File: src/rtl/mwm_pkg.sv
// ----------------------------------------------------------------------------
// mwm_pkg
// Shared constants and types for the mecanum wheel mixer.
// ----------------------------------------------------------------------------
`default_nettype none

package mwm_pkg;

  // default datapath sizes
  localparam int IN_WIDTH_DEF  = 16;
  localparam int FRAC_BITS_DEF = 12;

  // configuration register widths
  localparam int SCALE_W = 12;
  localparam int DUTY_W  = 8;
  localparam int CFG_IDX_W  = 2;
  localparam int CFG_DATA_W = SCALE_W;

  // number of wheels
  localparam int NWHEEL = 4;

  // register indexes
  localparam logic [CFG_IDX_W-1:0] REG_SPEED_SCALE = 2'd0;
  localparam logic [CFG_IDX_W-1:0] REG_DEAD_OFFSET = 2'd1;
  localparam logic [CFG_IDX_W-1:0] REG_DUTY_LIMIT  = 2'd2;

  // register reset values
  localparam logic [SCALE_W-1:0] SPEED_SCALE_RST = 12'd1000;
  localparam logic [DUTY_W-1:0]  DEAD_OFFSET_RST = 8'd40;
  localparam logic [DUTY_W-1:0]  DUTY_LIMIT_RST  = 8'd250;

  // control that travels with each item down the pipeline
  typedef struct packed {
    logic              valid;
    logic [NWHEEL-1:0] neg;
    logic              moving;
  } side_t;

endpackage

`default_nettype wire

File: src/rtl/mwm_mix.sv
// ----------------------------------------------------------------------------
// mwm_mix
// Front end: wheel sums, magnitudes, peak search, scale product and divisor.
// ----------------------------------------------------------------------------
`default_nettype none

module mwm_mix #(
  parameter int IN_WIDTH  = mwm_pkg::IN_WIDTH_DEF,
  parameter int FRAC_BITS = mwm_pkg::FRAC_BITS_DEF,
  parameter int MW        = IN_WIDTH + 1,
  parameter int DW        = (IN_WIDTH + 1 > FRAC_BITS + 1) ? IN_WIDTH + 1 : FRAC_BITS + 1
) (
  input  wire logic                                    clk,
  input  wire logic                                    rst_n,
  input  wire logic                                    in_take,
  input  wire logic signed [IN_WIDTH-1:0]              vel_x,
  input  wire logic signed [IN_WIDTH-1:0]              vel_y,
  input  wire logic signed [IN_WIDTH-1:0]              yaw_rate,
  input  wire logic [mwm_pkg::SCALE_W-1:0]             speed_scale,
  output mwm_pkg::side_t                               side_o,
  output logic [DW-1:0]                                div_o,
  output logic [mwm_pkg::NWHEEL-1:0][DW-1:0]           rem_o,
  output logic [mwm_pkg::NWHEEL-1:0][mwm_pkg::SCALE_W-1:0] lo_o
);

  localparam int WW = IN_WIDTH + 2;
  localparam int PW = MW + mwm_pkg::SCALE_W;
  localparam logic [DW-1:0] ONE = DW'(1) << FRAC_BITS;

  // stage 1: raw wheel sums
  mwm_pkg::side_t                               s1_side_r;
  logic [mwm_pkg::NWHEEL-1:0][WW-1:0]           s1_w_r;
  logic signed [WW-1:0]                         x_e, y_e, z_e;

  assign x_e = WW'(vel_x);
  assign y_e = WW'(vel_y);
  assign z_e = WW'(yaw_rate);

  always_ff @(posedge clk) begin
    if (!rst_n) begin
      s1_side_r.valid <= 1'b0;
    end else begin
      s1_side_r.valid <= in_take;
    end
    s1_side_r.neg    <= '0;
    s1_side_r.moving <= (vel_x > 0);
    s1_w_r[0]        <= x_e - y_e - z_e;
    s1_w_r[1]        <= x_e + y_e + z_e;
    s1_w_r[2]        <= x_e + y_e - z_e;
    s1_w_r[3]        <= x_e - y_e + z_e;
  end

  // stage 2: sign and magnitude per wheel
  mwm_pkg::side_t                               s2_side_r;
  logic [mwm_pkg::NWHEEL-1:0][MW-1:0]           s2_mag_r;
  logic [mwm_pkg::NWHEEL-1:0][MW-1:0]           mag_nxt;
  logic [mwm_pkg::NWHEEL-1:0]                   neg_nxt;
  logic [WW-1:0]                                abs_v [mwm_pkg::NWHEEL];

  always_comb begin
    for (int i = 0; i < mwm_pkg::NWHEEL; i++) begin
      neg_nxt[i] = s1_w_r[i][WW-1];
      abs_v[i]   = neg_nxt[i] ? (~s1_w_r[i] + WW'(1)) : s1_w_r[i];
      mag_nxt[i] = abs_v[i][MW-1:0];
    end
  end

  always_ff @(posedge clk) begin
    if (!rst_n) begin
      s2_side_r.valid <= 1'b0;
    end else begin
      s2_side_r.valid <= s1_side_r.valid;
    end
    s2_side_r.neg    <= neg_nxt;
    s2_side_r.moving <= s1_side_r.moving;
    s2_mag_r         <= mag_nxt;
  end

  // stage 3: peak, divisor choice and scale product
  logic [MW-1:0] pk01, pk23, peak;
  logic [DW-1:0] peak_e;
  logic [DW-1:0] div_nxt;
  logic [mwm_pkg::NWHEEL-1:0][PW-1:0] prod_nxt;

  always_comb begin
    pk01    = (s2_mag_r[0] > s2_mag_r[1]) ? s2_mag_r[0] : s2_mag_r[1];
    pk23    = (s2_mag_r[2] > s2_mag_r[3]) ? s2_mag_r[2] : s2_mag_r[3];
    peak    = (pk01 > pk23) ? pk01 : pk23;
    peak_e  = DW'(peak);
    // normalize only when the peak is strictly above 1.0
    div_nxt = (peak_e > ONE) ? peak_e : ONE;
    for (int i = 0; i < mwm_pkg::NWHEEL; i++) begin
      prod_nxt[i] = PW'(s2_mag_r[i]) * PW'(speed_scale);
    end
  end

  // the high product bits seed the remainder, the low bits feed the steps
  always_ff @(posedge clk) begin
    if (!rst_n) begin
      side_o.valid <= 1'b0;
    end else begin
      side_o.valid <= s2_side_r.valid;
    end
    side_o.neg    <= s2_side_r.neg;
    side_o.moving <= s2_side_r.moving;
    div_o         <= div_nxt;
    for (int i = 0; i < mwm_pkg::NWHEEL; i++) begin
      rem_o[i] <= DW'(prod_nxt[i][PW-1:mwm_pkg::SCALE_W]);
      lo_o[i]  <= prod_nxt[i][mwm_pkg::SCALE_W-1:0];
    end
  end

endmodule

`default_nettype wire

File: config.mk
export PLATFORM = sky130hd
export DESIGN_NAME = mwm_mix
export DESIGN_NICKNAME = d
export VERILOG_FILES = /design/src/rtl/mwm_pkg.sv /design/src/rtl/mwm_mix.sv
export SDC_FILE = /design/constraint.sdc
export NUM_CORES = 2
export LEC_CHECK = 0
export BUFFER_PORTS_ARGS = -buffer_cell sky130_fd_sc_hd__buf_2
export CAP_MARGIN = 20
export CORE_MARGIN = 10
export CORE_UTILIZATION = 30
export CTS_CLUSTER_SIZE = 14
export DETAILED_ROUTE_END_ITERATION = 10
export PLACE_DENSITY_LB_ADDON = 0.1
export SETUP_SLACK_MARGIN = 0.3
export SLEW_MARGIN = 20
export SYNTH_ARGS = -nofsm -noshare
export SYNTH_HDL_FRONTEND = slang
export SYNTH_SLANG_ARGS = --single-unit
export TNS_END_PERCENT = 10
File: constraint.sdc
create_clock -name clk -period 6.6 [get_ports clk]
set_input_delay 0.33 -clock clk [delete_from_list [all_inputs] [get_ports clk]]
set_output_delay 0.33 -clock clk [all_outputs]
set_load 0.03 [all_outputs]
# ---- Yosys cells after proc, flatten, opt, wreduce, memory -nomap -nowiden
# Cells that the tools add are included.
dict set report classes {
  n_addsub 10
  mul 4
  order_cmp 5
  muxes 7
  bitwise 4
}
# operator count
set op_table {}
lappend op_table {{two-way mux 17 bit} 7}
lappend op_table {{multiplier 17 x 12 -> 29 bit} 4}
lappend op_table {{adder 17 x 1 -> 17 bit (second input constant)} 4}
lappend op_table {{NOT 17 bit} 4}
lappend op_table {{> comparator 17 bit} 3}
lappend op_table {{adder 17 x 16 -> 18 bit} 2}
lappend op_table {{subtractor 17 x 16 -> 18 bit} 2}
lappend op_table {{adder 16 x 16 -> 17 bit} 1}
lappend op_table {{> comparator 17 x 13 -> 1 bit (second input constant)} 1}
lappend op_table {{subtractor 16 x 16 -> 17 bit} 1}
lappend op_table {{> comparator 16 x 1 -> 1 bit (second input constant)} 1}
dict set report word_totals {
  register_bits 287
  wordCells 55
}

# ---- Depth between registers and ports, before layout
dict set report depth {
  ltp_word 5
  mapped_depth 24
  mapped_depth_nobuf 22
}

# ---- Least setup slack after synthesis
# Ideal clock, no wire load.
dict set report synth_timing {
  path_type {input-to-reg}
  from {input port speed_scale[3] in the netlist's numbering}
  to {register rem_o[16] in the netlist's numbering}
  setup_time_ns 0.120
  arrival_ns 5.748
  required_time_ns 6.480
  setup_slack_ns 0.732
  path_stages 21
  path_buffers 2
  cell_sequence {clkbuf_1 clkbuf_1 nand2_1 fa_1 inv_1 fa_1 inv_1 fa_1 inv_1 fa_1 fa_1 ha_1 a211oi_2 o21ai_1 a2111oi_2 nor3_1 a311o_1 o41a_1 a41oi_1 a21oi_1 xnor2_1}
}
# element line_no
set synth_rtl {}
lappend synth_rtl {{from (decl)} mwm_mix.sv:19} ;# input wire logic [mwm_pkg::SCALE_W-1:0] speed_scale,
lappend synth_rtl {{to (signal, indexed assignment)} mwm_mix.sv:108} ;# rem_o[i] <= DW'(prod_nxt[i][PW-1:mwm_pkg::SCALE_W]);
lappend synth_rtl {{to (decl)} mwm_mix.sv:22} ;# output logic [mwm_pkg::NWHEEL-1:0][DW-1:0] rem_o,

==> impl_metrics.py <==
metrics = {
    "placement": {
        "port_buffers": 201,
        "hpwl_um": 95800,
        "routabilityCongestion": 0.813,
    },
    "timing": {
        "report.final.hold_viol_count": 0,
        "relSlewSlack_pct": 27.5,
        "worst_pin_slew_ns": 1.07,
        "setup_viol": 0,
        "drv_slew": 0,
        "fin_skew_ns": 0.0529,
        "rsz0062_at_grt": "yes",
        "fmax_mhz": 165,
        "min_period_ns": 6.06,
        "hold_slack_ns": 0.131,
        "tns_ns": 0,
        "finalCritPeriodShare_pct": 91.8,
    },
    "routing": {
        "vias_per_cell": 4.62,
        "ant_nets": 0,
        "post-route-drc-count": 0,
        "routed_wl_um": 115000,
        "avgRoutedWirePerCell_um": 18.7,
        "detail_route.first_pass.iterations": 5,
        "drt-initial-drc-count": 1403,
        "vias": 28345,
    },
    "critical_path": {
        "crit_type": "reg2reg",
        "worst_ep_required_time_ns": 7.09,
        "arrival_ns": 6.54,
        "crit_fanout": 14,
        "cp-start-kind": "flop",
        "worstSetupEndpointType": "flop",
    },
    "cts": {
        "numCtsBuffers": 40,
        "clock-sinks": 281,
        "insertion_delay_ns": 0.64,
        "postCtsSetupBuffers": 0,
        "cts_buffer_depth": 3,
        "htree_num_levels": 2,
        "clk_pin_slew_ns": 0.06,
        "cts_tree": "yes",
        "cts_root_buf": "clkbuf_16",
    },
    "run_status": {
        "outcome": "complete, no violations",
    },
    "floorplan": {
        "fp.dieH_um": 376,
        "core-area_um2": 126000,
        "ios": 202,
        "die_w_um": 376,
        "fp-row-count": 130,
        "dieArea_um2": 141000,
        "initial_core_util_pct": 30.2,
    },
    "logic_synthesis": {
        "yosysTopAreaCell": "fa_1",
        "synth.top_cell.area_share_pct": 31.9,
        "synthTopCellsByCount": "inv_1, nand2_1, fa_1",
        "syn-num-nets": 5362,
        "ys_ff_latch": 281,
        "synthFlopType": "dfxtp_1",
        "synth_async_sr_flop_share_pct": 0,
        "synthCells": 4270,
        "synth_edf_count": 0,
        "synthTopCellsByArea": "fa_1, dfxtp_1, ha_1",
        "synth_area_um2": 38000,
        "yosysMostFrequentCell": "inv_1",
        "ys_types": 77,
        "avgSynthCellArea_um2": 8.90,
        "yosysSeqAreaShare_pct": 14.8,
        "yosysWarnings": 0,
    },
    "run": {
        "maxCapViolCount": 0,
    },
    "global_routing": {
        "antenna_found_initial": 10,
        "grt_pass1_vias": 30459,
        "grt_max_degree": 38,
        "grtUsageTotal_pct": 16.4,
        "grt_pass1_wl_um": 182000,
        "grt-ovfl-total": 0,
    },
    "min_path": {
        "hold_class": "in2reg",
    },
    "layout": {
        "drive_gt1_share_pct": 9.47,
        "layout.nets": 5548,
        "nFillCells": 13287,
        "area_growth_pct": 12.5,
    },
}
routing by layer:
| metal | part of all wire, % | up-vias | track usage, % |
|---|---|---|---|
| met2 | 46 | 412 | 27.1 |
| met1 | 49 | 14158 | 23.0 |
| met4 | 1.5 | 14 | 3.10 |
| li1 | - | 13668 | - |
| met3 | 3.6 | 93 | 2.07 |
| met5 | 0.070 | - | 0 |
final timing paths:
kind	start	endpoint	slack, ns	cells after the start
worst max-delay path	s2_mag_r[54]$_DFF_P_	rem_o[67]$_DFF_P_	0.54	17
worst min-delay path	vel_x[2]	s1_side_r[0]$_DFF_P_	0.13	3
worst max register to register	s2_mag_r[54]$_DFF_P_	rem_o[67]$_DFF_P_	0.54	17
worst min register to register	s2_side_r[0]$_DFF_P_	side_o[0]$_DFF_P_	0.33	0
cell usage in the layout, fill, tap and decap left out, types with 8 or more instances in the layout:
cell | synthesis | routed
and2_1 | 241 | 241
fa_1 | 606 | 606
o211a_1 | 12 | 12
nand3_1 | 43 | 43
ha_1 | 423 | 423
o21a_1 | 21 | 21
dfxtp_1 | 281 | 278
buf_2 | 3 | 201
nor4_1 | 10 | 10
inv_1 | 765 | 765
o31ai_1 | 23 | 23
nor3_1 | 66 | 66
a31oi_1 | 17 | 17
or3_1 | 24 | 24
xor2_1 | 41 | 41
buf_4 | 2 | 117
xnor2_1 | 178 | 178
o21bai_1 | 32 | 32
nor2b_1 | 27 | 27
a211oi_1 | 15 | 15
o211ai_1 | 13 | 13
mux2i_1 | 26 | 26
o41ai_1 | 12 | 11
and3_1 | 16 | 16
nand2b_1 | 23 | 23
nand2_1 | 682 | 682
a21o_1 | 51 | 51
o21ai_0 | 98 | 98
clkinv_2 | 0 | 8
clkbuf_16 | 0 | 40
nand4_1 | 10 | 10
a21oi_1 | 100 | 100
nor2_1 | 120 | 120
flip-flops by register name, summed over array words and instances (netlist names):
register / flops
div_o: 17
lo_o: 46
neg_nxt: 4
rem_o: 68
s1_side_r: 2
s1_w_r: 66
s2_mag_r: 66
s2_side_r: 6
side_o: 6
what timing repair did:
action                                 CTS  global route
setup endpoints to repair                0            12
resized for setup                        0             4
endpoints found under the hold margin    5             0
hold buffers                             5             0
final cells by class:
| cell class | instances | area [um2] | share of cell area (%) |
|---|---|---|---|
| Antenna cell | 4 | 10.0 | 0.0234 |
| Clock buffer | 49 | 1070 | 2.51 |
| Clock inverter | 24 | 248 | 0.580 |
| Inverter | 765 | 2870 | 6.72 |
| Multi-Input combinational cell | 3039 | 28800 | 67.4 |
| Sequential cell | 281 | 5630 | 13.2 |
| Tap cell | 1650 | 2060 | 4.83 |
| Timing Repair Buffer | 329 | 2050 | 4.81 |
cell families after synthesis:
family	count (synthesis)	share of synthesized area, %
buffers and inverters	950	9.42
adders and majority gates	1029	45.9
and+or+nand+nor	1295	15.8
muxes	27	0.715
DFF	281	14.8
AOI/OAI and AO/OA	469	8.34
xor gates and xnor gates	219	5.05
stage by stage:
step	setup slack [ns]	instance area, um2	std cells	util (%)
2_1_floorplan	0.732	38000	4270	-
3_3_place_gp	0.223	41400	6059	32.9
3_5_place_dp	0.244	41400	6059	32.9
4_1_cts	0.463	42700	6137	34.0
5_1_grt	0.157	42700	6138	34.0
6_report	0.543	42700	6141	34.0
worst max-delay path, cell delays in order, from the launching register on:
cell and delay (ns):
dfxtp_1 0.87, nand2_1 0.16, fa_1 0.51, inv_1 0.05, fa_1 0.41, fa_1 0.47, fa_1 0.47, fa_1 0.47
ha_1 0.25, or3_1 0.42, o211ai_1 0.30, a31oi_1 0.21, o2111ai_1 0.30, a31oi_1 0.17, a41oi_1 0.42, o21ai_0 0.16
a21oi_1 0.19, xnor2_1 0.09
Power is not shown: default switching activity piles up to over one toggle a cycle in this logic, so the estimate is an artifact.
