$ cat src/rtl/mwm_pkg.sv
// ----------------------------------------------------------------------------
// mwm_pkg
// Shared constants and types for the mecanum wheel mixer.
// ----------------------------------------------------------------------------
`default_nettype none

package mwm_pkg;

  // default datapath sizes
  localparam int IN_WIDTH_DEF  = 16;
  localparam int FRAC_BITS_DEF = 12;

  // configuration register widths
  localparam int SCALE_W = 12;
  localparam int DUTY_W  = 8;
  localparam int CFG_IDX_W  = 2;
  localparam int CFG_DATA_W = SCALE_W;

  // number of wheels
  localparam int NWHEEL = 4;

  // register indexes
  localparam logic [CFG_IDX_W-1:0] REG_SPEED_SCALE = 2'd0;
  localparam logic [CFG_IDX_W-1:0] REG_DEAD_OFFSET = 2'd1;
  localparam logic [CFG_IDX_W-1:0] REG_DUTY_LIMIT  = 2'd2;

  // register reset values
  localparam logic [SCALE_W-1:0] SPEED_SCALE_RST = 12'd1000;
  localparam logic [DUTY_W-1:0]  DEAD_OFFSET_RST = 8'd40;
  localparam logic [DUTY_W-1:0]  DUTY_LIMIT_RST  = 8'd250;

  // control that travels with each item down the pipeline
  typedef struct packed {
    logic              valid;
    logic [NWHEEL-1:0] neg;
    logic              moving;
  } side_t;

endpackage

`default_nettype wire

$ cat src/rtl/mwm_div_step.sv
// ----------------------------------------------------------------------------
// mwm_div_step
// One registered restoring-division step for all four wheels.
// ----------------------------------------------------------------------------
`default_nettype none

module mwm_div_step #(
  parameter int DW = 17
) (
  input  wire logic                                        clk,
  input  wire logic                                        rst_n,
  input  wire mwm_pkg::side_t                              side_i,
  input  wire logic [DW-1:0]                               div_i,
  input  wire logic [mwm_pkg::NWHEEL-1:0][DW-1:0]          rem_i,
  input  wire logic [mwm_pkg::NWHEEL-1:0][mwm_pkg::SCALE_W-1:0] lo_i,
  output mwm_pkg::side_t                                   side_o,
  output logic [DW-1:0]                                    div_o,
  output logic [mwm_pkg::NWHEEL-1:0][DW-1:0]               rem_o,
  output logic [mwm_pkg::NWHEEL-1:0][mwm_pkg::SCALE_W-1:0] lo_o
);

  localparam int QW = mwm_pkg::SCALE_W;

  logic [DW:0]                              trial [mwm_pkg::NWHEEL];
  logic [DW:0]                              diff  [mwm_pkg::NWHEEL];
  logic [mwm_pkg::NWHEEL-1:0]               ge;
  logic [mwm_pkg::NWHEEL-1:0][DW-1:0]       rem_nxt;
  logic [mwm_pkg::NWHEEL-1:0][QW-1:0]       lo_nxt;

  // shift in the next dividend bit, subtract when it fits
  always_comb begin
    for (int i = 0; i < mwm_pkg::NWHEEL; i++) begin
      trial[i]   = {rem_i[i], lo_i[i][QW-1]};
      diff[i]    = trial[i] - {1'b0, div_i};
      ge[i]      = (trial[i] >= {1'b0, div_i});
      rem_nxt[i] = ge[i] ? diff[i][DW-1:0] : trial[i][DW-1:0];
      lo_nxt[i]  = {lo_i[i][QW-2:0], ge[i]};
    end
  end

  always_ff @(posedge clk) begin
    if (!rst_n) begin
      side_o.valid <= 1'b0;
    end else begin
      side_o.valid <= side_i.valid;
    end
    side_o.neg    <= side_i.neg;
    side_o.moving <= side_i.moving;
    div_o         <= div_i;
    rem_o         <= rem_nxt;
    lo_o          <= lo_nxt;
  end

endmodule

`default_nettype wire

$ cat config.mk
export PLATFORM = sky130hd
export DESIGN_NAME = mwm_div_step
export DESIGN_NICKNAME = d
export VERILOG_FILES = /design/src/rtl/mwm_pkg.sv /design/src/rtl/mwm_div_step.sv
export SDC_FILE = /design/constraint.sdc
export NUM_CORES = 1
export LEC_CHECK = 0
export ABC_AREA = 1
export BUFFER_PORTS_ARGS = -buffer_cell sky130_fd_sc_hd__buf_2
export CAP_MARGIN = 20
export CORE_MARGIN = 3
export CORE_UTILIZATION = 47
export CTS_BUF_LIST = sky130_fd_sc_hd__clkbuf_16
export DETAILED_ROUTE_END_ITERATION = 6
export HOLD_SLACK_MARGIN = 0.06
export PLACE_DENSITY = 0.75
export SETUP_SLACK_MARGIN = 0.02
export SYNTH_ARGS = -nofsm -noshare
export SYNTH_HDL_FRONTEND = slang
export SYNTH_SLANG_ARGS = --single-unit
export TNS_END_PERCENT = 10
$ cat constraint.sdc
create_clock -name clk -period 4.9 [get_ports clk]
set_input_delay 0.98 -clock clk [delete_from_list [all_inputs] [get_ports clk]]
set_output_delay 0.98 -clock clk [all_outputs]
set_load 0.005 [all_outputs]
## Word level (Yosys, flattened, before mapping)

Index checks and enable logic that the tools add are counted.

- Memory bits (writable): 0
- Output and inout bits: 139
- Flip-flop bits (word level): 139
- Bits of input ports: 141
- Bits in read-only memories: 0
- Latch bits: 0
- Memories: 0

- $lt $le $gt $ge: 4
- Bitwise logic cells: 0
- Eq/ne operators: 0
- Shift operators: 0
- Reductions and logical operators: 0
- $mul: 0
- Muxes and demuxes: 4
- Divide/modulo/power cells: 0
- $add $sub $neg: 4

Operators by type and width:

| kind | number |
|---|---|
| greater-or-equal comparator 18 x 17 -> 1 bit | 4 |
| two-way mux 17 bit | 4 |
| subtractor 17 bit | 4 |

## Depth between registers and ports, before layout

Gate-level depths: netlist of run 1.

- Word-level depth: 2
- Depth in mapped cells: 15
- Mapped depth without buffers: 14

## Least setup slack after synthesis of run 1

OpenSTA, ideal clock, no wires.

- Path type: input-to-reg
- Start: in div_i[1]
- End: reg rem_o[2] in the netlist's numbering
- Setup time: 0.112 ns
- Path buffers: 1
- Data arrival time: 2.466 ns
- Path slack: 2.323 ns
- Cell stages on the path: 13
- Required time: 4.788 ns
- Cells stage by stage: inv_1 > fa_1 > nand2_1 > nand2_1 > nand3b_1 > nand2_2 > nand2_2 > nand2_2 > nand2_4 > nand2_4 > buf_12 > nand2_2 > nand2_2

RTL lines:

| element | line | source |
|---|---|---|
| start: declaration | mwm_div_step.sv:13 | `input wire logic [DW-1:0] div_i,` |
| end signal: assignment | mwm_div_step.sv:50 | `rem_o <= rem_nxt;` |
| end: declaration | mwm_div_step.sv:18 | `output logic [mwm_pkg::NWHEEL-1:0][DW-1:0] rem_o,` |

==> impl_results.md, run 1 <==
* Status: finished clean
* Cell Pwr Density at 330 mW/mm2
* Vias at 8524
* Final Instance Area at 0.0105 mm2
* TritonCTS Sinks at 139
* Peak Freq at 352 MHz
* Grt ovf at 0
* Port buffer count at 279
* Vias per inst at 4.77
* Multiplexer share of the synthesized area at 0%
* EDFF count, synth at 0
* Maximum vdd drop at 0.268 mV
* Main synth FF type: dfxtp_1
* CTS tree: done
* Final Wtd Congestion at 0.915
* Fillers at 1650
* CTS max path bufs at 2
* Hold_buf cts at 0
* Final WS setup at 2.06 ns
* Setup CP Type: in2reg
* Yosys top cell area share at 33.0%
* Drt wl/cell at 14.2 um
* FFs w/ async S/R, synth at 0%
* Post-Synth XOR/XNOR Area at 2.91%
* Number of distinct library cells after synthesis at 36
* Final period utilization at 57.9%
* Tot Pwr at 3480 uW
* Gate Count Post-Synth at 1265
* Core Rows at 48
* Die ar. at 0.0196 mm2
* Endpoints failing setup at 0
* Nets at 1763
* Post-Route WL at 25400 um
* Simple-Gate Fraction of Synth Area at 38.9%
* Global-route wire length before repair at 39300 um
* Worst-path clk slew at 0.07 ns
* Die width at 140 um
* Synth area leader: dfxtp_1
* TritonRoute pass-1 iters at 5
* Initial core utilization at 48.4%
* Worst EP required at 5.22 ns
* H-tree depth at 4
* Yosys warnings at 0
* Largest net degree at the start of global routing at 19
* Sequential cell area at 0.00278 mm2
* # diodes at 0
* Commonest non-fill, non-tap cells in the layout: 502 x nand2_1, 279 x buf_2, 222 x inv_1
* Routed Antenna Nets at 0
* Vias in the first global route at 7818
* Ranking of synthesized cells by area: dfxtp_1 33%, nand2_1 22%, ha_1 10%, inv_1 9.8%, nand3_1 7.1%
* Share of layout cells above drive strength 1 at 23.9%
* Worst slack at placement at 1.63 ns
* CTS Buf Count at 17
* Slew margin rel. at 51.1%
* Cell leakage power at 0.00641 uW
* RSZ-0062 raised after global routing: false
* Commonest non-fill, non-tap cell in the layout: nand2_1
* Adder-cell share of the synthesized area at 11.0%
* Die Ht at 140 um
* CP arrival at 3.15 ns
* Layout area overhead at 25.0%
* Post-CTS Setup Inserts at 0
* CP startpoint kind: input pin
* Area of the multi-input gates at 0.00468 mm2
* Syn Nets at 1478
* CTS Root Cell: clkbuf_16
* Post-synthesis compound-gate area fraction at 2.73%
* Syn avg cell area at 6.67 um2
* Core Region at 0.0174 mm2
* DP Wirelength at 20300 um
* IO Pins at 280
* Post-CTS sizing at 0
* Setup TNS at 0 ns
* Max-cap violations at 0
* Seq cells post-synth at 139
* Crit path from: div_i[1]
* Final Critical Period at 2.84 ns
* Synth Cell Area at 0.00843 mm2
* Slew of the pin with the lowest slew margin at 0.731 ns
* Worst Path Max Fanout at 18
* Main combinational cell family by area after synthesis: simple AND/OR/NAND/NOR gates
* Register area share after synthesis at 33.0%
* Crit path to: rem_o[62]
* Placed Area at 0.00999 mm2
* Iter 0 DRT Violations at 604
* Final hold vios at 0
* Total GRT Usage at 25.3%
* Max-slew violations at 0
* Hold WC Path Type: in2reg
* Initial antenna violation count at 0
* Drt drc at 0
* Crit path capture type: register
-- Yosys cell counts, types with 2 or more instances --
cell type,instances
xnor2_1,3
buf_6,3
a21oi_2,3
nor4_4,3
nand2_2,32
nor2_2,9
nor2_1,44
nand4_1,7
buf_2,2
nand3_1,119
and2_1,5
inv_1,221
and3_1,3
nor3_1,6
nand2_4,6
nor2_4,2
dfxtp_1,139
o21a_1,2
or2_1,3
inv_2,3
a21oi_1,35
buf_4,6
fa_1,4
ha_1,68
nand2_1,502
xor2_1,25
-- worst min path at each step --
stage	start	endpoint	slack, ns	cells after the start
2_1_floorplan	div_i[0]	div_o[0]	1.01	0
3_3_place_gp	side_i[4]	side_o[4]	1.08	1
3_5_place_dp	side_i[2]	side_o[2]	1.08	1
4_1_cts	side_i[2]	side_o[2]	0.64	1
5_1_grt	side_i[2]	side_o[2]	0.63	1
6_report	side_i[0]	side_o[0]	0.65	1
-- critical path, cell delays in order --
cell and delay [ns]:
buf_2 0.12, inv_1 0.41, ha_1 0.34, inv_1 0.06, nor2_1 0.04, nand3_1 0.07
nor2_1 0.06, nor3_4 0.57, nand2_4 0.29, nand2_1 0.14, nand2_1 0.07
-- registers in the layout (all words and copies together) (netlist names) --
name    flops
div_o      17
lo_o       48
rem_o      68
side_o      6
-- cell type report --
type	instances	share of cell area [%]
Clock inverter	15	1.22
Multi-Input combinational cell	889	44.4
Timing Repair Buffer	279	13.2
Tap cell	225	2.67
Sequential cell	139	26.4
Clock buffer	17	4.04
Inverter	224	7.98
-- routing by layer --
metal | global-route usage [%] | part of all wire (%)
met1 | 29.5 | 40
met2 | 46.1 | 50
met3 | 4.75 | 6.8
met4 | 9.33 | 2.8
met5 | 0 | 0
-- report_power, final --
part	leakage (uW)	internal, uW	switching (uW)	total, uW
Clock	0.000271	664	559	1220
Combinational	0.00496	372	575	947
Sequential	0.00117	1270	33.9	1310
Total	0.00641	2310	1170	3480
-- logic make-up (layout without fill, tap and decap cells) --
| logic type | after synthesis | after routing |
|---|---|---|
| and+or+nand+nor | 747 | 747 |
| xor gates and xnor gates | 28 | 28 |
| DFF | 139 | 139 |
| adders and majority gates | 72 | 72 |
| AOI/OAI and AO/OA | 42 | 42 |
| buffers and inverters | 237 | 535 |
-- stage by stage --
stage | hold slack [ns] | cells | util [%]
finish | 0.649 | 1788 | 60.5
global route | 0.632 | 1788 | 60.5
CTS | 0.637 | 1788 | 60.5
floorplan | 1.01 | 1265 | -
detailed placement | 1.08 | 1756 | 57.3
global placement | 1.08 | 1756 | 57.3
No activity file was read; power rests on OpenSTA's default activity.
==> run 2, diff against run 1 <==
==> constraint.sdc (replaced) <==
create_clock -name clk -period 2.7 [get_ports clk]
set_input_delay 0.54 -clock clk [delete_from_list [all_inputs] [get_ports clk]]
set_output_delay 0.54 -clock clk [all_outputs]
set_load 0.005 [all_outputs]
==> run 2 against run 1 <==
Effect of this change:
- first-iteration DRC count down 23%
- critical path depth up 2
- core utilization up 0.45 points
- sequential cell count unchanged
- sequential share of layout area down 0.19 points
- non-clock buffer count up 11
- via count up 1.0%
- sequential power up 81%
- power up 82%
- die area unchanged
- count of clock-buffer cells in the layout unchanged
==> impl_results.md, run 2 (synthesized netlist as in run 1, its figures left out) <==
* Total GRT Usage at 25.2% (was 25.3%)
* Post-CTS sizing at 0 (unchanged)
* CTS tree: done (unchanged)
* Slew margin rel. at 69.9% (was 51.1%)
* Reg power frac at 37.5% (was 37.6%)
* Layout area overhead at 25.9% (was 25.0%)
* Hold Slack at 0.209 ns (was 0.649 ns)
* Combinational share of power at 27.4% (was 27.2%)
* Core Region at 0.0174 mm2 (unchanged)
* Cell leakage power at 0.00645 uW (was 0.00641 uW)
* Final Wtd Congestion at 0.937 (was 0.915)
* H-tree depth at 4 (unchanged)
* Peak Freq at 465 MHz
* Hold_buf cts at 0 (unchanged)
* Biggest registers after layout: rem_o (68), lo_o (48), div_o (17) (unchanged)
* Global-route wire length before repair at 39500 um (was 39300 um)
* CP arrival at 2.46 ns (was 3.15 ns)
* CP startpoint kind: input pin (unchanged)
* Drt wl/cell at 14.0 um (was 14.2 um)
* Endpoints failing setup at 0 (unchanged)
* CP max-delay cell: fa_1 (was nor3_4)
* Setup TNS at 0 ns (unchanged)
* Vias at 8613 (was 8524)
* Nets at 1774 (was 1763)
* Worst EP required at 3.01 ns (was 5.22 ns)
* Largest Register: rem_o (unchanged)
* Max-cap violations at 0 (unchanged)
* Initial antenna violation count at 0 (unchanged)
* Commonest non-fill, non-tap cells in the layout: 502 x nand2_1, 279 x buf_2, 221 x inv_1 (was 502 x nand2_1, 279 x buf_2, 222 x inv_1)
* Fillers at 1698 (was 1650)
* Most frequent cell on the critical path: nand2_1
* TritonCTS Sinks at 139 (unchanged)
* Drt drc at 0 (unchanged)
* Vias in the first global route at 7977 (was 7818)
* Crit path capture type: register (unchanged)
* WHS Endpoint: lo_o[29] (was side_o[0])
* Vias per inst at 4.79 (was 4.77)
* IO Pins at 280 (unchanged)
* Routed Antenna Nets at 0 (unchanged)
* Final hold vios at 0 (unchanged)
* Die Ht at 140 um (unchanged)
* Die width at 140 um (unchanged)
* Commonest non-fill, non-tap cell in the layout: nand2_1 (unchanged)
* Worst Path Max Fanout at 18 (unchanged)
* Status: finished clean (unchanged)
* TritonRoute pass-1 iters at 5 (unchanged)
* Final WS setup at 0.549 ns (was 2.06 ns)
* Clock Power Share at 35.1% (was 35.2%)
* CTS max path bufs at 2 (unchanged)
* CTS Buf Count at 17 (unchanged)
* Crit path largest cell delay at 0.53 ns (was 0.57 ns)
* Initial core utilization at 48.4% (unchanged)
* # diodes at 0 (unchanged)
* Maximum vdd drop at 0.428 mV (was 0.268 mV)
* Worst-path clk slew at 0.07 ns (about the same)
* Hold WC Path Type: in2reg (unchanged)
* Final period utilization at 79.7%
* Iter 0 DRT Violations at 466 (was 604)
* Critical-path cell list: buf_2 -> inv_1 -> fa_1 -> nand2_1 -> nand2_1 -> nand3b_1 -> nand2_2 -> nand2_2 -> nand2_2 -> nand2_4 -> nand2_4 -> nand2_1 -> nand2_1 (was buf_2 -> inv_1 -> ha_1 -> inv_1 -> nor2_1 -> nand3_1 -> nor2_1 -> nor3_4 -> nand2_4 -> nand2_1 -> nand2_1)
* Setup CP Type: in2reg (unchanged)
* RSZ-0062 raised after global routing: false (unchanged)
* Share of layout cells above drive strength 1 at 24.4% (was 23.9%)
* Max reg flops at 68 (unchanged)
* Post-CTS Setup Inserts at 0 (unchanged)
* Die ar. at 0.0196 mm2 (unchanged)
* NetSw at 2120 uW (was 1170 uW)
* Hold path start: lo_i[28] (was side_i[0])
* Worst slack at placement at 0.137 ns (was 1.63 ns)
* CTS Root Cell: clkbuf_16 (unchanged)
* Hold depth at 1 (unchanged)
* Largest net degree at the start of global routing at 19 (unchanged)
* DP Wirelength at 20100 um (was 20300 um)
* Int Pwr at 4200 uW (was 2310 uW)
* Core Rows at 48 (unchanged)
* Max-slew violations at 0 (unchanged)
* Grt ovf at 0 (unchanged)
* Post-Route WL at 25200 um (was 25400 um)
* Port buffer count at 279 (unchanged)
* Cell Pwr Density at 594 mW/mm2 (was 330 mW/mm2)
* Final Critical Period at 2.15 ns
* Slew of the pin with the lowest slew margin at 0.450 ns (was 0.731 ns)
* Sw frac at 33.5% (was 33.6%)
[run 2: cell types whose count changed in the layout (fill, tap and decap cells not counted), sizes merged]
| cell | before | now |
|---|---|---|
| buf | 279 | 290 |
| clkinvlp | 2 | 3 |
| clkinv | 4 | 2 |
[run 2: metal layers]
layer  vias up  GRT usage [%]  wire length, um
met1      3767           30.1            10400
met4         0           11.9             1020
met2       324           44.1            12100
li1       4464              -                -
met5         -              0                0
met3        58           4.17             1620
[run 2: worst max-delay path, delay by kind of cell]
kind	cells	cell delay, ns
adder cells (fa/ha/maj)	1	0.53
buffers and inverters	2	0.32
AND/OR/NAND/NOR	10	1.07
[run 2: final cells by class]
| class | count | area [um2] | area share [%] |
|---|---|---|---|
| Clock buffer | 17 | 425 | 4.01 |
| Clock inverter | 14 | 124 | 1.17 |
| Inverter | 224 | 841 | 7.92 |
| Multi-Input combinational cell | 889 | 4680 | 44.1 |
| Sequential cell | 139 | 2780 | 26.2 |
| Tap cell | 225 | 282 | 2.65 |
| Timing Repair Buffer | 290 | 1480 | 13.9 |
[run 2: worst max path at each step]
stage	start	depth (start not counted)	endpoint
after floorplan	div_i[1]	13	rem_o[2]
after detailed placement	div_i[1]	13	rem_o[16]
after global routing	div_i[1]	13	rem_o[16]
after global placement	div_i[1]	13	rem_o[13]
final	div_i[1]	13	rem_o[12]
after CTS	div_i[1]	13	rem_o[12]
[run 2: through the flow]
step	area (um2)	total power, uW	utilization [%]	std cells
after floorplan	8430	3490	-	1265
after global placement	10100	4110	57.8	1767
after detailed placement	10100	4130	57.8	1767
after CTS	10600	6350	61.0	1798
after global routing	10600	6690	61.0	1798
final	10600	6310	61.0	1798
[run 2: power by group through the flow]
stage	clock network, uW	logic, uW	registers (uW)
CTS	2250	1730	2370
global route	2340	1960	2390
finish	2210	1730	2370
detailed placement	0	1720	2410
global placement	0	1690	2410
floorplan	0	1030	2450
