<file path="config.mk">
export PLATFORM = sky130hd
export DESIGN_NAME = mwm_shape
export DESIGN_NICKNAME = d
export VERILOG_FILES = /design/src/rtl/mwm_pkg.sv /design/src/rtl/mwm_shape.sv
export SDC_FILE = /design/constraint.sdc
export NUM_CORES = 1
export LEC_CHECK = 0
export BUFFER_PORTS_ARGS = -buffer_cell sky130_fd_sc_hd__buf_4
export CAP_MARGIN = 20
export CORE_MARGIN = 2
export CORE_UTILIZATION = 50
export DETAILED_ROUTE_END_ITERATION = 8
export PLACE_DENSITY = 0.78
export SYNTH_ARGS = -nofsm -noshare
export SYNTH_HDL_FRONTEND = slang
export SYNTH_SLANG_ARGS = --single-unit
</file>
<file path="constraint.sdc">
create_clock -name clk -period 3.7 [get_ports clk]
set_input_delay 0.185 -clock clk [delete_from_list [all_inputs] [get_ports clk]]
set_output_delay 0.185 -clock clk [all_outputs]
set_load 0.005 [all_outputs]
</file>
<file path="src/rtl/mwm_pkg.sv">
// ----------------------------------------------------------------------------
// mwm_pkg
// Shared constants and types for the mecanum wheel mixer.
// ----------------------------------------------------------------------------
`default_nettype none

package mwm_pkg;

  // default datapath sizes
  localparam int IN_WIDTH_DEF  = 16;
  localparam int FRAC_BITS_DEF = 12;

  // configuration register widths
  localparam int SCALE_W = 12;
  localparam int DUTY_W  = 8;
  localparam int CFG_IDX_W  = 2;
  localparam int CFG_DATA_W = SCALE_W;

  // number of wheels
  localparam int NWHEEL = 4;

  // register indexes
  localparam logic [CFG_IDX_W-1:0] REG_SPEED_SCALE = 2'd0;
  localparam logic [CFG_IDX_W-1:0] REG_DEAD_OFFSET = 2'd1;
  localparam logic [CFG_IDX_W-1:0] REG_DUTY_LIMIT  = 2'd2;

  // register reset values
  localparam logic [SCALE_W-1:0] SPEED_SCALE_RST = 12'd1000;
  localparam logic [DUTY_W-1:0]  DEAD_OFFSET_RST = 8'd40;
  localparam logic [DUTY_W-1:0]  DUTY_LIMIT_RST  = 8'd250;

  // control that travels with each item down the pipeline
  typedef struct packed {
    logic              valid;
    logic [NWHEEL-1:0] neg;
    logic              moving;
  } side_t;

endpackage

`default_nettype wire

</file>
<file path="src/rtl/mwm_shape.sv">
// ----------------------------------------------------------------------------
// mwm_shape
// Output stage: dead-band offset, duty clamp and direction flags.
// ----------------------------------------------------------------------------
`default_nettype none

module mwm_shape (
  input  wire logic                                            clk,
  input  wire logic                                            rst_n,
  input  wire mwm_pkg::side_t                                  side_i,
  input  wire logic [mwm_pkg::NWHEEL-1:0][mwm_pkg::SCALE_W-1:0] quo_i,
  input  wire logic [mwm_pkg::DUTY_W-1:0]                      dead_offset,
  input  wire logic [mwm_pkg::DUTY_W-1:0]                      duty_limit,
  output logic                                                 valid_o,
  output logic [mwm_pkg::NWHEEL-1:0][mwm_pkg::DUTY_W-1:0]      duty_o,
  output logic [mwm_pkg::NWHEEL-1:0]                           fwd_o,
  output logic                                                 moving_o
);

  localparam int QW = mwm_pkg::SCALE_W;

  logic [QW:0]                                       sum   [mwm_pkg::NWHEEL];
  logic [mwm_pkg::DUTY_W-1:0]                        sat   [mwm_pkg::NWHEEL];
  logic [mwm_pkg::NWHEEL-1:0]                        nz;
  logic [mwm_pkg::NWHEEL-1:0][mwm_pkg::DUTY_W-1:0]   duty_nxt;
  logic [mwm_pkg::NWHEEL-1:0]                        fwd_nxt;

  // offset away from zero, then clamp to the limit
  always_comb begin
    for (int i = 0; i < mwm_pkg::NWHEEL; i++) begin
      nz[i]       = (quo_i[i] != '0);
      sum[i]      = {1'b0, quo_i[i]} + (QW+1)'(dead_offset);
      sat[i]      = (sum[i] > (QW+1)'(duty_limit)) ? duty_limit
                                                   : sum[i][mwm_pkg::DUTY_W-1:0];
      duty_nxt[i] = nz[i] ? sat[i] : '0;
      fwd_nxt[i]  = nz[i] && !side_i.neg[i] && (duty_limit != '0);
    end
  end

  always_ff @(posedge clk) begin
    if (!rst_n) begin
      valid_o <= 1'b0;
    end else begin
      valid_o <= side_i.valid;
    end
  end

  always_ff @(posedge clk) begin
    duty_o   <= duty_nxt;
    fwd_o    <= fwd_nxt;
    moving_o <= side_i.moving;
  end

endmodule

`default_nettype wire

</file>
Word level (Yosys, flattened, before mapping):

Index checks and enable logic that the tools add are counted.

* bits in registers: 38
* latch bits: 0
* word-level logic and storage cells: 36
* memory bits (writable): 0
* output and inout bits: 38
* memory bits (read-only): 0
* input port bits: 72
* memories kept: 0

* add/subtract/negate cells: 4
* shifts and indexed selects: 0
* multiply operators: 0
* eq/ne operators: 0
* div/mod/pow operators: 0
* magnitude comparators: 4
* bitwise logic cells: 0
* reductions and logical operators: 17
* mux-type cells: 4

Operators by type and width (count)
* $add A12 B8 Y13: 4
* $gt A13 B8 Y1: 4
* $reduce_bool A12 Y1: 4
* $mux W8: 4
* $logic_and A1 B1 Y1: 8
* $reduce_bool A8 Y1: 1
* $logic_not A1 Y1: 4

Longest topological paths before layout:

Gate-level depths: netlist of run 1.

* depth after elaboration: 3
* gate-level depth with buffers: 16

Worst setup path after synthesis of run 1:

Ideal clock, no wire load.

* path type: input -> register
* start: input port quo_i[0] (netlist name)
* end: register duty_o[1] (netlist name)
* slack: 0.760 ns
* buffers on the path: 0
* stages on the path: 16
* data required time: 3.622 ns
* arrival time: 2.862 ns
* cells stage by stage: ha_1 inv_1 fa_1 nor2b_1 o21a_1 o21a_1 o21ai_0 a21boi_0 a21oi_1 ha_1 nand4_1 a21oi_1 a2111oi_2 o21a_1 a21oi_1 nor3_1

* word-level cells in the longest chain between the ends: 3
* elaborated cells between the ends (all ways): 4

Ends and longest elaborated chain
* start, declared: RTL line mwm_shape.sv:11 `input wire logic [mwm_pkg::NWHEEL-1:0][mwm_pkg::SCALE_W-1:0] quo_i,`
* $add A12 B8 Y13: RTL line mwm_shape.sv:32 `sum[i] = {1'b0, quo_i[i]} + (QW+1)'(dead_offset);`
* $gt A13 B8 Y1: RTL line mwm_shape.sv:33 `sat[i] = (sum[i] > (QW+1)'(duty_limit)) ? duty_limit`
* $mux W8: RTL line mwm_shape.sv:33
* end signal, assigned: RTL line mwm_shape.sv:49 `duty_o <= duty_nxt;`
* end, declared: RTL line mwm_shape.sv:15 `output logic [mwm_pkg::NWHEEL-1:0][mwm_pkg::DUTY_W-1:0] duty_o,`

Several ways; a longest one is shown, not always the timed one.
A chain may end at the register's enable or synchronous reset.

Worst setup path after layout of run 1:

* start: input port dead_offset[0] (netlist name)
* end: register duty_o[5] (netlist name)

* word-level cells in the longest chain between the ends: 3

Ends and longest elaborated chain
* start, declared: RTL line mwm_shape.sv:12 `input wire logic [mwm_pkg::DUTY_W-1:0] dead_offset,`
* $add A12 B8 Y13 (*): RTL line mwm_shape.sv:32
* $gt A13 B8 Y1: RTL line mwm_shape.sv:33
* $mux W8 (*): RTL line mwm_shape.sv:33

Every way passes the cells marked *; elsewhere a longest branch is shown, timed or not.

==> results of run 1 <==
==> layer usage <==
| layer | GRT usage, % | vias to the layer above |
|---|---|---|
| met2 | 47.1 | 112 |
| met3 | 6.62 | 24 |
| met4 | 8.72 | 0 |
| met5 | 0 | - |
| li1 | - | 1827 |
| met1 | 32.0 | 1708 |
==> worst min-delay path by stage <==
stage	startpoint	slack (ns)	endpoint	depth (start not counted)
2_1_floorplan	side_i[0]	0.21	moving_o	0
3_3_place_gp	side_i[0]	0.29	moving_o	1
6_report	side_i[4]	0.06	fwd_o[3]	2
5_1_grt	side_i[3]	0.05	fwd_o[2]	2
4_1_cts	side_i[3]	0.05	fwd_o[2]	2
3_5_place_dp	side_i[0]	0.30	moving_o	1
==> placed cells by master (no fill, tap or decap), types with 4 or more instances in the layout <==
cell type,netlist,final
a211oi_1,4,4
a21o_1,14,14
a21oi_1,32,32
and3_1,4,4
buf_4,0,109
clkbuf_8,0,6
dfxtp_1,38,38
fa_1,4,4
ha_1,64,64
inv_1,31,31
mux2i_1,13,13
nand2_1,21,21
nand2b_1,16,16
nand3_1,19,19
nand4_1,9,9
nor2_1,21,21
nor2b_1,6,6
nor3_1,15,15
nor4_1,5,5
o21a_1,12,12
o21ai_0,17,17
o21ai_1,11,11
or4_1,5,5
xnor2_1,15,15
xor2_1,5,5
==> flip-flops by register name, summed over array words and instances (netlist names) <==
register  cells
valid_o       1
fwd_o         4
moving_o      1
duty_o       32
==> worst max-delay path: stages <==
cell,delay (ns)
buf_4,0.11
ha_1,0.16
inv_1,0.05
fa_1,0.40
nor2b_1,0.12
o21a_1,0.14
o21a_1,0.16
o21ai_0,0.13
a21boi_0,0.24
a21oi_1,0.07
ha_1,0.33
nand4_1,0.12
a21oi_1,0.07
a2111oi_2,0.38
o21ai_1,0.25
o21ai_0,0.24
a21oi_1,0.09
==> layout make-up <==
cell class / count / area [µm²] / share of cell area [%]
multi-input combinational: 360 / 2790 / 59.3
clock buffer: 7 / 86.3 / 1.83
clock inverter: 1 / 5.00 / 0.106
tap: 99 / 124 / 2.63
timing repair buffer: 110 / 828 / 17.6
sequential: 38 / 761 / 16.1
inverter: 31 / 116 / 2.47
==> stage by stage <==
| stage | setup slack (ns) | total power [mW] | instances |
|---|---|---|---|
| after CTS | 0.613 | 1.41 | 646 |
| after global routing | 0.273 | 1.52 | 646 |
| final | 0.587 | 1.41 | 646 |
| after floorplan | 0.760 | 0.881 | 433 |
| after global placement | 0.408 | 1.09 | 637 |
| after detailed placement | 0.303 | 1.11 | 637 |
==> power breakdown <==
part | switching, mW | internal (mW)
sequential | 0.00916 | 0.440
combinational | 0.352 | 0.312
clock | 0.148 | 0.150
total | 0.510 | 0.902
==> what timing repair did <==
item	in CTS	in global routing
hold endpoints to repair	1	0
resized for setup	0	0
buffers inserted	0	0
hold buffers	1	0
==> logic make-up after synthesis <==
logic type	after synthesis
AO/OA/AOI/OAI	116
multiplexers	15
flip-flops	38
XOR/XNOR	20
AND/OR/NAND/NOR	141
buffers and inverters	35
adder cells (fa/ha/maj)	68
==> results.cfg, run 1 <==
[clock_network]
ctsLongestPathBuffers = 2
clock_tree.htree_level_count = 2
tritoncts = done
cts_buffers = 5
cts_num_sinks = 38
path_clk_slew_ns = 0.08
clk_root_buffer_cell = clkbuf_8

[die]
design.portCount = 110
fp.dieArea_um2 = 8090
die_width_um = 90.0
fp.coreArea_um2 = 7210
die-height_um = 90.0
initial_utilization_pct = 51.2
fp-row-count = 31

[synth]
number_of_flops_mapped_to_enable_cells_by_yosys = 0
synth-simple-area-share_pct = 21.3
syn_nets = 573
synth.area.mux_share_pct = 4.44
yosysWarningCount = 0
dominant_combinational_cell_family_by_area_after_synthesis = adder cells
synth.yosys.seq_area_share_pct = 20.6
synth_xor_xnor_area_share_pct = 4.74
ys_ff_latch = 38
synth-adder-area-share_pct = 23.8
synthesized_area_fraction_occupied_by_ao_oa_aoi_and_oai_cells_pct = 21.3
synthMostInstantiatedCell = ha_1
syn-mean-instance-area_um2 = 8.53
yosys-top-cells-area = ha_1 22%, dfxtp_1 21%, a21oi_1 4.3%, xnor2_1 3.6%, mux2i_1 3.5%
synth_top_cells_by_count = 64 x ha_1, 38 x dfxtp_1, 32 x a21oi_1, 31 x inv_1
synth_top_area_share_pct = 21.7
syn_inst = 433
async_reset_ff_share_pct = 0
synth.distinct_cells = 59
postSynth.topFlopCell = dfxtp_1
post_synth_instance_area_um2 = 3690
post-synth-top-area-cell = ha_1

[sta]
timing.max_slew.rel_slack_pct = 36.3
period_share_pct = 84.1
finalSetupViolations = 0
final_hold_viol_count = 0
timing.fmax_mhz = 321
setup_repair_after_global_routing_missed_its_margin = false
period_needed_ns = 3.11
timing_worst_slew_pin_value_ns = 0.948
final.setup.tns_ns = 0
timing.final.max_slew_violations = 0
worst_hold_slack_ns = 0.0557

[worst_setup_path]
criticalPathCategory = input pin to flip-flop
critPathCaptureType = flip-flop
worstPathArrival_ns = 3.25
worst-endpoint-required_ns = 3.84
critPathCapture = duty_o[5]
critPathMaxFanout = 8
worst_setup_path_startpoint = dead_offset[0]
critPathLaunchType = input pin

[layout]
final_net_count = 686
utilization_pct = 65.3
area_growth_pct = 27.6
antenna_cells_inserted = 0
final_layout_size_suffix_gt1_share_pct = 24.3
nFillCells = 654
final_design_area_no_fill_um2 = 4710

[global_routing]
grt_antenna_before_repair = 0
grt_first_pass_wirelength_mm = 17.5
maximum_number_of_pins_on_one_net_before_global_route_repair = 16
globalRouteOverflowTotal = 0
grt_usage_pct = 26.8
first_global_vias = 3590

[drt]
met1Wirelength_mm = 4.51
detail_route.wl_per_cell_um = 16.8
detailedRoute.firstIterationViolations = 141
topRoutingLayerUsed = met4
final_antenna_net_count = 0
drt_pre_antenna_iters = 4
num_vias = 3671
drc = 0
routed_wl_mm = 10.8
avgViaCountPerCell = 5.68
routed-wl-met3_um = 710
dr_wl_met2_mm = 5.38

[min_path]
holdCritPathClass = input pin to flip-flop

[pwr]
peakVddDrop_uv = 160
static_leakage_nw = 2.25
areal_power_density_over_the_cells_nw_per_um2 = 300

[placed_design]
detailed_place_hpwl_mm = 8.70
globalplace.congestion = 0.976
detailed_place.area_um2 = 4610
buffer_ports.inserted = 109

[run_status]
run_status = completed

[run]
cap_violations = 0
(Power assumes the default switching activity.)
==> run 2, diff against run 1 <==
==> constraint.sdc (replaced) <==
create_clock -name clk -period 2.9 [get_ports clk]
set_input_delay 0.145 -clock clk [delete_from_list [all_inputs] [get_ports clk]]
set_output_delay 0.145 -clock clk [all_outputs]
set_load 0.005 [all_outputs]
==> run 2 against run 1 <==
Compared with the run above: power increased by 40%; worst setup slack got worse by 0.52 ns; critical path depth decreased by 1; cell count increased by 7.3%; non-clock buffer count increased by 47; highest routed layer unchanged; first-iteration DRC count increased by 31%; clock power increased by 29%.
==> results.cfg, run 2 (synthesis gave the netlist of run 1 again) <==
[layout]
mostFrequentLayoutCells = 153 x buf_4, 62 x ha_1, 38 x dfxtp_1
utilization_pct = 72.1
final_layout_size_suffix_gt1_share_pct = 34.0
antenna_cells_inserted = 0
commonest_non_fill_non_tap_cell_in_the_layout = buf_4
largestRegisters = duty_o (32), fwd_o (4)
area_growth_pct = 40.8
nFillCells = 594
largest_reg_flops = 32
largest-register = duty_o
final_net_count = 733

[pwr]
peakVddDrop_uv = 211
static_leakage_nw = 2.51
areal_power_density_over_the_cells_nw_per_um2 = 379

[clock_network]
clk_root_buffer_cell = clkbuf_8
cts_num_sinks = 38
clock_tree.htree_level_count = 2
ctsLongestPathBuffers = 2
cts_buffers = 5
path_clk_slew_ns = 0.08
tritoncts = done

[drt]
num_vias = 3951
final_antenna_net_count = 0
detailedRoute.firstIterationViolations = 185
avgViaCountPerCell = 5.70
routed_wl_mm = 11.1
drc = 0
detail_route.wl_per_cell_um = 16.1
drt_pre_antenna_iters = 5

[run_status]
run_status = completed

[placed_design]
globalplace.congestion = 0.956
detailed_place_hpwl_mm = 8.73
buffer_ports.inserted = 109

[sta]
timing.fmax_mhz = 352
period_share_pct = 97.9
period_needed_ns = 2.84
setup_repair_after_global_routing_missed_its_margin = true
finalSetupViolations = 0
timing.max_slew.rel_slack_pct = 34.3
timing.final.max_slew_violations = 0
final_hold_viol_count = 0
final.setup.tns_ns = 0
timing_worst_slew_pin_value_ns = 0.978

[die]
initial_utilization_pct = 51.2
die-height_um = 90.0
die_width_um = 90.0
fp-row-count = 31
design.portCount = 110
fp.coreArea_um2 = 7210
fp.dieArea_um2 = 8090

[worst_setup_path]
critPathLaunchType = input pin
criticalPathCategory = input pin to flip-flop
critPathMaxFanout = 8
worstPathArrival_ns = 2.98
worst-endpoint-required_ns = 3.05
critPathCaptureType = flip-flop

[global_routing]
grt_first_pass_wirelength_mm = 17.6
globalRouteOverflowTotal = 0
maximum_number_of_pins_on_one_net_before_global_route_repair = 16
grt_usage_pct = 26.9
first_global_vias = 3647
grt_antenna_before_repair = 0

[min_path]
holdCritPathClass = input pin to flip-flop

[run]
cap_violations = 0
## run 2: cell types whose count changed in the layout (fill, tap and decap cells not counted), sizes merged
cell,delta
buf,+47
## run 2: power breakdown
| part | switching, mW | internal, mW | total (mW) | leakage, nW |
|---|---|---|---|---|
| clock | 0.193 | 0.192 | 0.385 | 0.0482 |
| sequential | 0.0115 | 0.561 | 0.573 | 0.321 |
| combinational | 0.501 | 0.515 | 1.02 | 2.14 |
## run 2: area by class of cell
cell class	instances	area, µm²	area share [%]
clock inverter	1	5.00	0.0962
tap	99	124	2.38
inverter	31	116	2.24
clock buffer	7	86.3	1.66
multi-input combinational	360	2920	56.1
sequential	38	761	14.6
timing repair buffer	157	1190	22.9
## run 2: per-layer routing
layer,GRT usage (%),vias to the layer above,share of wire [%]
li1,-,1929,-
met1,33.3,1843,42
met2,46.9,154,49
met3,6.87,25,7.7
met4,6.54,0,2.2
met5,0,-,0
## run 2: timing repair
item,CTS,global route
endpoints found under the setup margin,9,32
endpoints found under the hold margin,1,0
gates resized for setup,5,32
setup buffers,0,7
hold buffers,1,0
pin swaps,2,16
## run 2: worst paths after layout
kind,endpoint,cells after the start,from
max,duty_o[2],16,quo_i[0]
min,fwd_o[3],2,side_i[4]
## run 2: per-stage QoR
stage / power (mW) / std cells / hold WS [ns] / setup slack (ns) / cell area [µm²]
floorplan: 1.12 / 433 / 0.173 / 0.0000491 / 3690
global placement: 1.47 / 677 / 0.249 / -0.223 / 4910
detailed placement: 1.50 / 677 / 0.251 / -0.350 / 4910
CTS: 1.89 / 686 / 0.00386 / 0.0141 / 5030
global route: 2.11 / 693 / 0.00934 / -0.0506 / 5200
finish: 1.97 / 693 / 0.00654 / 0.0622 / 5200
## run 2: worst max-delay path, stage by stage
cell and delay, ns:
buf_4 0.09, ha_1 0.15, inv_1 0.05, fa_1 0.37, nor2b_1 0.12, o21a_1 0.14, o21a_1 0.16, nor2_1 0.09
ha_1 0.30, a21o_1 0.19, a21o_1 0.21, a2111oi_4 0.39, buf_4 0.18, o21ai_4 0.09, o21ai_0 0.22, a21oi_1 0.09
==> run 3, diff against run 2 <==
--- a/config.mk
+++ b/config.mk
@@ -11,6 +11,7 @@
 export CORE_UTILIZATION = 50
 export DETAILED_ROUTE_END_ITERATION = 8
 export PLACE_DENSITY = 0.78
+export RECOVER_POWER = 50
 export SYNTH_ARGS = -nofsm -noshare
 export SYNTH_HDL_FRONTEND = slang
 export SYNTH_SLANG_ARGS = --single-unit
==> run 3 against run 2 <==
Compared with the run above: via count decreased by 0.58%; combinational power about the same; power decreased by 0.16%; worst setup slack about the same; maximum frequency unchanged; non-clock buffer count unchanged; critical path depth unchanged; critical path type unchanged.
==> results.cfg, run 3 (synthesis gave the netlist of run 1 again) <==
[sta]
period_needed_ns = 2.84
setup_repair_after_global_routing_missed_its_margin = true
timing.fmax_mhz = 352
timing.final.max_slew_violations = 0
finalSetupViolations = 0
timing.max_slew.rel_slack_pct = 35.8
timing_worst_slew_pin_value_ns = 0.955
worst_slack_ns = 0.0622
final_hold_viol_count = 0
period_share_pct = 97.9

[clock_network]
clk_root_buffer_cell = clkbuf_8
path_clk_slew_ns = 0.08
cts_num_sinks = 38
clock_tree.htree_level_count = 2
cts_buffers = 5
ctsLongestPathBuffers = 2
tritoncts = done

[layout]
antenna_cells_inserted = 0
largest_reg_flops = 32
final_net_count = 733
area_growth_pct = 40.8
commonest_non_fill_non_tap_cell_in_the_layout = buf_4
utilization_pct = 72.1
mostFrequentLayoutCells = 118 x buf_4, 62 x ha_1, 38 x dfxtp_1
largestRegisters = duty_o (32), fwd_o (4)
final_layout_size_suffix_gt1_share_pct = 34.0
largest-register = duty_o

[drt]
drt_pre_antenna_iters = 5
num_vias = 3928
drc = 0
avgViaCountPerCell = 5.67
detailedRoute.firstIterationViolations = 181
detail_route.wl_per_cell_um = 16.0
final_antenna_net_count = 0
routed_wl_mm = 11.1

[worst_setup_path]
critPathLaunchType = input pin
crit_slowest_cell = a2111oi_4
worst-endpoint-required_ns = 3.05
critPathMaxFanout = 8
criticalPathCategory = input pin to flip-flop
worstPathArrival_ns = 2.98
timing.critical_path.cells = buf_4 -> ha_1 -> inv_1 -> fa_1 -> nor2b_1 -> o21a_1 -> o21a_1 -> nor2_1 -> ha_1 -> a21o_1 -> a21o_1 -> a2111oi_4 -> buf_4 -> o21ai_4 -> o21ai_0 -> a21oi_1
crit_path_max_incr_delay_ns = 0.39
critPathCaptureType = flip-flop

[placed_design]
dpl_worst_slack_ns = -0.350
detailed_place_hpwl_mm = 8.73
buffer_ports.inserted = 109
globalplace.congestion = 0.956

[global_routing]
grt_first_pass_wirelength_mm = 17.6
maximum_number_of_pins_on_one_net_before_global_route_repair = 16
grt_usage_pct = 26.9
grt_antenna_before_repair = 0
globalRouteOverflowTotal = 0
first_global_vias = 3647

[die]
die-height_um = 90.0
design.portCount = 110
die_width_um = 90.0
fp.coreArea_um2 = 7210
fp-row-count = 31
fp.dieArea_um2 = 8090
initial_utilization_pct = 51.2

[min_path]
holdCritPathClass = input pin to flip-flop
whs_path_depth = 2
worstHoldStart = side_i[3]
min_to = fwd_o[2]

[pwr]
peakVddDrop_uv = 211
areal_power_density_over_the_cells_nw_per_um2 = 379
static_leakage_nw = 2.50

[run_status]
run_status = completed

[run]
cap_violations = 0
[run 3: changes by cell type in the layout (fill, tap and decap cells not counted), sizes merged]
cell / delta
buf: -35
clkbuf: +35
[run 3: critical path: cells and delay by family]
family | cells | cell delay [ns]
buffers and inverters | 3 | 0.32
and+or+nand+nor | 2 | 0.21
AOI/OAI and AO/OA | 8 | 1.49
adders and majority gates | 3 | 0.82
[run 3: stage by stage]
step | power (mW) | cell area [µm²] | TNS (ns) | hold slack (ns) | instances
global route | 2.10 | 5200 | -0.316 | 0.00934 | 693
finish | 1.97 | 5200 | 0 | 0.00622 | 693
floorplan | 1.12 | 3690 | 0 | 0.173 | 433
CTS | 1.89 | 5030 | 0 | 0.00386 | 686
global placement | 1.47 | 4910 | -4.42 | 0.249 | 677
detailed placement | 1.50 | 4910 | -7.43 | 0.251 | 677
[run 3: cell type report]
class / instances / area, µm²
Inverter: 31 / 116
Timing Repair Buffer: 157 / 1190
Tap cell: 99 / 124
Clock buffer: 7 / 86.3
Fill cell: 594 / 2010
Sequential cell: 38 / 761
Clock inverter: 1 / 5.00
Multi-Input combinational cell: 360 / 2920
[run 3: power breakdown]
part | internal [mW] | switching, mW | total, mW | leakage, nW
Sequential | 0.561 | 0.0108 | 0.572 | 0.321
Combinational | 0.512 | 0.501 | 1.01 | 2.13
Clock | 0.192 | 0.194 | 0.386 | 0.0482
Total | 1.27 | 0.705 | 1.97 | 2.50
[run 3: what timing repair did]
item / CTS / global route
endpoints found under the hold margin: 1 / 0
resized for setup: 5 / 32
buffers inserted: 0 / 7
hold buffers: 1 / 0
pin swaps: 2 / 16
endpoints found under the setup margin: 9 / 32
[run 3: worst max path at each step]
stage                   from         to  cells past startpoint
global placement    quo_i[0]  duty_o[4]                     17
floorplan           quo_i[0]  duty_o[1]                     16
detailed placement  quo_i[0]  duty_o[4]                     17
global route        quo_i[0]  duty_o[4]                     16
CTS                 quo_i[0]  duty_o[4]                     17
finish              quo_i[0]  duty_o[2]                     16
[run 3: layer usage]
metal | up-vias | GRT usage [%] | wire [µm]
li1 | 1926 | - | -
met1 | 1831 | 33.3 | 4650
met2 | 152 | 46.9 | 5420
met3 | 19 | 6.87 | 816
met4 | 0 | 6.54 | 214
met5 | - | 0 | 0
